$ cat config.mk
export PLATFORM = sky130hd
export DESIGN_NAME = min_tracking_stack_top
export DESIGN_NICKNAME = d
export VERILOG_FILES = /design/src/rtl/core/mts_pkg.sv /design/src/rtl/core/mts_cell.sv /design/src/rtl/core/mts_chain.sv /design/src/rtl/core/min_tracking_stack_top.sv
export SDC_FILE = /design/constraint.sdc
export NUM_CORES = 2
export LEC_CHECK = 0
export ABC_AREA = 1
export BUFFER_PORTS_ARGS = -buffer_cell sky130_fd_sc_hd__buf_2
export CORE_UTILIZATION = 45
export DETAILED_ROUTE_END_ITERATION = 6
export SYNTH_ARGS = -nofsm -noshare
export SYNTH_HDL_FRONTEND = slang
export SYNTH_SLANG_ARGS = --single-unit
$ cat constraint.sdc
create_clock -name clk -period 42.2 [get_ports clk]
set_input_delay 10.55 -clock clk [delete_from_list [all_inputs] [get_ports clk]]
set_output_delay 10.55 -clock clk [all_outputs]
set_load 0.01 [all_outputs]
$ cat src/rtl/core/mts_pkg.sv
// Types and constants of the min tracking stack.
package mts_pkg;

  localparam int DEPTH_DEF = 32;
  localparam int DATA_W    = 32;
  localparam int DEPTH_W   = 6;

  typedef enum logic {
    CMD_PUSH = 1'b0,
    CMD_POP  = 1'b1
  } cmd_t;

  typedef enum logic [1:0] {
    STAT_DONE  = 2'd0,
    STAT_FULL  = 2'd1,
    STAT_EMPTY = 2'd2
  } status_t;

  typedef logic signed [DATA_W-1:0] data_t;

  // Shift command broadcast along a chain of cells.
  typedef struct packed {
    logic push;
    logic pop;
  } shift_ctl_t;

endpackage

$ cat src/rtl/core/mts_cell.sv
// One stack cell: holds a value, takes it from the neighbor above or below.
module mts_cell (
  input  logic               clk,
  input  mts_pkg::shift_ctl_t ctl,
  input  mts_pkg::data_t      up_data,
  input  mts_pkg::data_t      down_data,
  output mts_pkg::data_t      data
);
  import mts_pkg::*;

  data_t data_r;
  data_t data_nxt;

  always_comb begin
    data_nxt = data_r;
    if (ctl.push) begin
      data_nxt = up_data;
    end else if (ctl.pop) begin
      data_nxt = down_data;
    end
  end

  always_ff @(posedge clk) begin
    data_r <= data_nxt;
  end

  assign data = data_r;

endmodule

$ cat src/rtl/core/mts_chain.sv
// Row of stack cells; cell 0 is the top of stack.
module mts_chain #(
  parameter int DEPTH = mts_pkg::DEPTH_DEF
) (
  input  logic                clk,
  input  mts_pkg::shift_ctl_t ctl,
  input  mts_pkg::data_t      push_data,
  output mts_pkg::data_t      top_data
);
  import mts_pkg::*;

  data_t cell_q [DEPTH];

  for (genvar i = 0; i < DEPTH; i++) begin : g_cell
    data_t up_d;
    data_t down_d;
    if (i == 0) begin : g_first
      assign up_d = push_data;
    end else begin : g_mid
      assign up_d = cell_q[i-1];
    end
    if (i == DEPTH - 1) begin : g_last
      assign down_d = '0;
    end else begin : g_inner
      assign down_d = cell_q[i+1];
    end
    mts_cell u_cell (
      .clk       (clk),
      .ctl       (ctl),
      .up_data   (up_d),
      .down_data (down_d),
      .data      (cell_q[i])
    );
  end

  assign top_data = cell_q[0];

endmodule

$ cat src/rtl/core/min_tracking_stack_top.sv
// Result registered after each input transfer; one item per cycle unless the output stalls.
// Each push that finds room, or pop that finds data, shifts the data chain and, when
// needed, the minimum chain by one cell; the result register frees as it is taken.
// Reset (rst_n low, synchronous) empties both stacks and drops any pending
// result; cell contents are not cleared.
module min_tracking_stack_top #(
  parameter int DEPTH = mts_pkg::DEPTH_DEF
) (
  input  logic        clk,
  input  logic        rst_n,
  input  logic        in_tvalid,
  output logic        in_tready,
  input  logic [31:0] in_tdata,   // [31:0] value
  input  logic [0:0]  in_tuser,   // [0] cmd
  output logic        out_tvalid,
  input  logic        out_tready,
  output logic [71:0] out_tdata,  // [5:0] depth, [37:6] popped_value, [69:38] min_value
  output logic [2:0]  out_tuser   // [1:0] status, [2] min_valid
);
  import mts_pkg::*;

  localparam int CNT_W = $clog2(DEPTH + 1);

  logic [CNT_W-1:0] cnt_r, cnt_nxt;
  logic [CNT_W-1:0] min_cnt_r, min_cnt_nxt;
  logic             out_valid_r, out_valid_nxt;
  status_t          status_r, status_nxt;
  data_t            popped_r, popped_nxt;

  logic       accept;
  logic       is_pop;
  logic       full;
  logic       empty;
  data_t      in_value;
  data_t      data_top;
  data_t      min_top;
  shift_ctl_t data_ctl;
  shift_ctl_t min_ctl;
  data_t      min_out;
  logic       min_valid;

  assign in_tready = !out_valid_r || out_tready;
  assign accept    = in_tvalid && in_tready;
  assign is_pop    = (cmd_t'(in_tuser[0]) == CMD_POP);
  assign in_value  = in_tdata;
  assign full      = (cnt_r == CNT_W'(DEPTH));
  assign empty     = (cnt_r == '0);

  always_comb begin
    data_ctl.push = accept && !is_pop && !full;
    data_ctl.pop  = accept && is_pop && !empty;
    // a new minimum, or a tie with it, enters the minimum stack
    min_ctl.push  = data_ctl.push && ((min_cnt_r == '0) || (in_value <= min_top));
    min_ctl.pop   = data_ctl.pop && (min_cnt_r != '0) && (data_top == min_top);
  end

  always_comb begin
    cnt_nxt       = cnt_r;
    min_cnt_nxt   = min_cnt_r;
    out_valid_nxt = out_valid_r;
    status_nxt    = status_r;
    popped_nxt    = popped_r;
    if (data_ctl.push) begin
      cnt_nxt = cnt_r + 1'b1;
    end else if (data_ctl.pop) begin
      cnt_nxt = cnt_r - 1'b1;
    end
    if (min_ctl.push) begin
      min_cnt_nxt = min_cnt_r + 1'b1;
    end else if (min_ctl.pop) begin
      min_cnt_nxt = min_cnt_r - 1'b1;
    end
    if (out_valid_r && out_tready) begin
      out_valid_nxt = 1'b0;
    end
    if (accept) begin
      out_valid_nxt = 1'b1;
      popped_nxt    = data_ctl.pop ? data_top : '0;
      if (!is_pop) begin
        status_nxt = full ? STAT_FULL : STAT_DONE;
      end else begin
        status_nxt = empty ? STAT_EMPTY : STAT_DONE;
      end
    end
  end

  always_ff @(posedge clk) begin
    if (!rst_n) begin
      cnt_r       <= '0;
      min_cnt_r   <= '0;
      out_valid_r <= 1'b0;
    end else begin
      cnt_r       <= cnt_nxt;
      min_cnt_r   <= min_cnt_nxt;
      out_valid_r <= out_valid_nxt;
    end
  end

  always_ff @(posedge clk) begin
    status_r <= status_nxt;
    popped_r <= popped_nxt;
  end

  mts_chain #(.DEPTH(DEPTH)) u_data_chain (
    .clk       (clk),
    .ctl       (data_ctl),
    .push_data (in_value),
    .top_data  (data_top)
  );

  mts_chain #(.DEPTH(DEPTH)) u_min_chain (
    .clk       (clk),
    .ctl       (min_ctl),
    .push_data (in_value),
    .top_data  (min_top)
  );

  // State holds while a result waits, so it reads straight from the counters.
  assign min_valid = (min_cnt_r != '0);
  assign min_out   = min_valid ? min_top : '0;

  assign out_tvalid = out_valid_r;
  assign out_tdata  = {2'b00, min_out, popped_r, DEPTH_W'(cnt_r)};
  assign out_tuser  = {min_valid, status_r};

endmodule

* Yosys cells after proc, flatten, opt, wreduce, memory -nomap -nowiden
Cells that the tools add are included.
Cells by class: muxes and demuxes 138, $lt $le $gt $ge 1, equality and inequality tests 2, add/subtract/negate cells 4, reductions and logical operators 21
Operators with widths (number):
- $mux 32 | 129
- $eq 32x32->1 | 1
- $le 32x32->1 | 1
- $mux 6 | 4
- $add 6x1->6 const B | 2
- $logic_not 6->1 | 2
- $sub 6x1->6 const B | 2
- $logic_and 1x1->1 | 9
- $eq 6x6->1 const B | 1
- $reduce_bool 2->1 | 3
- $reduce_bool 6->1 | 1
- $logic_not 1->1 | 4
- $mux 2 | 2
- $mux 1 | 3
- $logic_or 1x1->1 | 2
Storage, ports and cells: register bits after elaboration 2095, output and inout port bits 77

* Longest topological paths before layout
depth in word-level cells 9, mapped depth 30, mapped depth without buffers 27

* Cells and area by module
From an unflattened synthesis, not the netlist that was laid out.
Unflattened totals: cells, all modules 9288, area, all modules 93549.7 um^2
By module, submodules not included:
- mts_cell | instances 64, cells each 137, area an instance 1401.3 um^2, sequential area each 960.9 um^2
- min_tracking_stack_top | instances 1, cells each 518, area an instance 3856.2 um^2, sequential area each 1281.2 um^2
- mts_chain | instances 2, cells each 1, area an instance 3.8 um^2, sequential area each 0.0 um^2

* Worst setup path after synthesis
OpenSTA, ideal clock, no wires.
path type input to register, start point input out_tready, end point register u_data_chain.g_cell[0].u_cell.data_r[0], enable pin, stages 7, slack 7.286 ns, required time 35.110 ns, arrival 27.824 ns, library setup time 7.090 ns, cells stage by stage inv_1 nand2_1 nand2_1 nor2_1 nand2_1 clkbuf_1 nand2_1
On the way: word-level cells in the longest chain between the ends 5, elaborated cells on any way between the ends 7, classes of those cells reduce/logical: 7
RTL lines:
- start, declared | line min_tracking_stack_top.sv:16 | input logic out_tready,
- $logic_or 1x1->1 * | line min_tracking_stack_top.sv:42 | assign in_tready = !out_valid_r || out_tready;
- named net in_tready | line min_tracking_stack_top.sv:12 | output logic in_tready,
- $logic_and 1x1->1 * | line min_tracking_stack_top.sv:43 | assign accept = in_tvalid && in_tready;
- $logic_and 1x1->1 (on tied branches) (2 in series) | line min_tracking_stack_top.sv:51, min_tracking_stack_top.sv:50
- $reduce_bool 2->1 (no line) *
- end signal, assigned | line mts_cell.sv:24 | data_r <= data_nxt;
- end, declared | line mts_cell.sv:11 | data_t data_r;
Mark *: on every way through the listed nets, which the timed path passes. The rest lies on a longest branch. A chain may end at the register's enable or synchronous reset.

* Final worst setup path
start point input out_tready, end point output in_tready
On the way: word-level cells in the longest chain between the ends 1
RTL lines (line):
- $logic_or 1x1->1 | min_tracking_stack_top.sv:42
- end, declared | min_tracking_stack_top.sv:12
Every way passes these cells.

==> results.cfg <==
[run_status]
outcome = finished clean

[floorplanning]
dieArea_um2 = 202800
row_count = 164
die_h_um = 450.3
start_util_pct = 45.31
fp.dieW_um = 450.3
num_io_pins = 114
core_um2 = 199700

[synth]
muxShareOfSynthArea_pct = 0
synth_top_area_share_pct = 69.12
syn_avg_cell_area_um2 = 11.21
synth_compound_area_share_pct = 12.10
ys_seq_area_share_pct = 69.40
synth.ff_latch_count = 2095
synth_xor_area_share_pct = 0.3098
synth-simple-area-share_pct = 9.905
synthCells = 8069
yosysWarnings = 0
synth_area_um2 = 90460
synthAdderAreaFrac_pct = 0.5975
synth_top_family_by_area = compound AO/OA/AOI/OAI gates
ys_types = 36
synth_area_leaders = edfxtp_1, nand2_1, o21ai_0, inv_1, o21ai_2
synth_top_cell_by_area = edfxtp_1

[placement]
post-place-ws_ns = 20.73
gp_congestion = 0.8378
hpwl_um = 92080
portBuffers = 111
placed_cell_area_um2 = 92080
dp.cells = 10430

[worst_setup_path]
cp_max_fo = 3
critical_path_class = in2out
setup.worst_path.end_class = output pin
start_kind = input port
ff2ff_setup_slack_ns = 34.85
cp_data_arrival_time_ns = 10.92
rr_worst_depth = 17
required_ns = 31.65

[pwr]
seqPwrFrac_pct = 52.9
p_switching_uw = 1485
power.leakage_uw = 0.03849
clkPwrFrac_pct = 32.5
power-per-cell-area_nw_per_um2 = 55.81
combPwrFrac_pct = 14.6
finalPower_uw = 5509
switching_share_pct = 26.95
ir_worst_vdd_mv = 0.04525
p_int_uw = 4024

[clock_network]
cts_buffer_depth = 3
htreeDepth = 4
cts_hold_buf = 0
cts_setup_buffers = 0
path_clk_slew_ns = 0.06
clockRootBuffer = clkbuf_16
cts_resized = 0
clock_sinks = 2095
clk_latency_ns = 0.84
cts_tree = yes
cts_buffers = 215

[drt]
drt_first_pass_iters = 6
routedWlPerCell_um = 14.80
wirelength_um = 160300
detail-route-antenna-nets = 0
drcViolationCount = 0
drt-initial-drc-count = 5363
vias = 53851
viasPerCell = 4.971

[global_routing]
grt_pass1_wl_um = 264000
grt_max_degree = 273
track_usage_pct = 15.55
grt_antenna_before_repair = 11
overflow = 0
grt_pass1_vias = 50921

[timing]
maxSlewHeadroom_pct = 21.32
fin_skew_ns = 0.03887
rsz0062_at_grt = false
fin_crit_sh_pct = 50.88
hold_viol = 0
fmax_mhz = 46.58
slew_viol_final = 0
tightest_slew_ns = 1.180
setup_slack_ns = 20.73
tns_ns = 0
finalSetupViolCount = 0
finalCriticalPeriod_ns = 21.47

[layout]
nets = 8070
layout-drive-gt1-share_pct = 9.050
final_common_cell = nand2_1
final_cell_mix = nand2_1, edfxtp_1, o21ai_0
finalInstanceArea_um2 = 98710
fill_cells = 17900
multi_input_area_um2 = 20780
instances_no_fill = 10833
area_delta_synth_final_pct = 9.128
layout.area.seq_um2 = 62780

[flow_run]
cap_violations = 0

[hold_path]
min_path_cells = 2
min_path_type = reg2reg
==> power by group through the flow <==
stage	logic (µW)	clock network [µW]	registers (µW)
2_1_floorplan	637	0	3170
3_3_place_gp	779	0	2950
3_5_place_dp	809	0	2960
4_1_cts	815	1850	2920
5_1_grt	926	1920	2950
6_report	803	1790	2920
==> cells by family (layout without fill, tap and decap cells) <==
kind of cell | after synthesis | after routing
and+or+nand+nor | 2365 | 2365
adders and majority gates | 42 | 42
other | 1 | 13
AOI/OAI and AO/OA | 1968 | 1968
buffers and inverters | 1566 | 1662
DFF | 2095 | 2095
xor gates and xnor gates | 32 | 32
==> critical path, stage by stage <==
cell	delay, ns
buf_2	0.10
inv_1	0.05
nand2_1	0.07
buf_2	0.15
==> layout make-up <==
type                            instances  share of cell area [%]
Antenna cell                           11                 0.02789
Clock buffer                          279                   5.758
Clock inverter                        113                  0.9316
Inverter                             1108                   4.228
Multi-Input combinational cell       4409                   21.05
Sequential cell                      2095                   63.60
Tap cell                             2656                   3.367
Timing Repair Buffer                  162                   1.039
==> synthesized netlist by cell type, drive strengths merged <==
master,n
nand4,5
nand3,14
a21boi,1
fa,2
dfxtp,13
nor2,131
xnor2,9
ha,40
edfxtp,2082
a21oi,27
o22ai,4
buf,216
nand2,2198
nor4,7
a21o,1
inv,1107
clkinv,1
o21ai,1931
o21a,1
conb,1
nand3b,2
o21bai,1
nor3,8
clkbuf,242
xor2,23
a31oi,2
==> flip-flops by register name, indices dropped and copies added, names as in the netlist <==
name / cells
min_cnt_r: 6
status_r: 2
u_data_chain.g_cell.u_cell.data: 1024
u_min_chain.g_cell.u_cell.data: 1024
popped_r: 32
cnt_r: 6
out_tvalid: 1
==> metrics by stage <==
stage          hold slack (ns)  util (%)
5_1_grt                 0.5367     49.44
2_1_floorplan           0.4825         -
6_report                0.5131     49.44
3_5_place_dp            0.5024     46.12
4_1_cts                 0.5148     49.43
3_3_place_gp            0.4979     46.12
==> path summary, 6_finish.rpt <==
kind | start | end
setup / recovery | out_tready | in_tready
hold / removal | u_min_chain.g_cell[31].u_cell.data[21] | u_min_chain.g_cell[30].u_cell.data[21]
setup reg to reg | u_min_chain.g_cell[0].u_cell.data[31] | u_min_chain.g_cell[16].u_cell.data[31]
hold reg to reg | u_min_chain.g_cell[31].u_cell.data[21] | u_min_chain.g_cell[30].u_cell.data[21]
==> routing by layer <==
metal  track usage, %  vias to the layer above  routed length [µm]
met4            7.393                        0                6723
met2            23.21                      851               71150
met1            22.32                    25683               77050
met5                0                        -                   0
met3            2.337                      282                5402
li1                 -                    27035                   -
No activity file was read; power rests on OpenSTA's default activity.
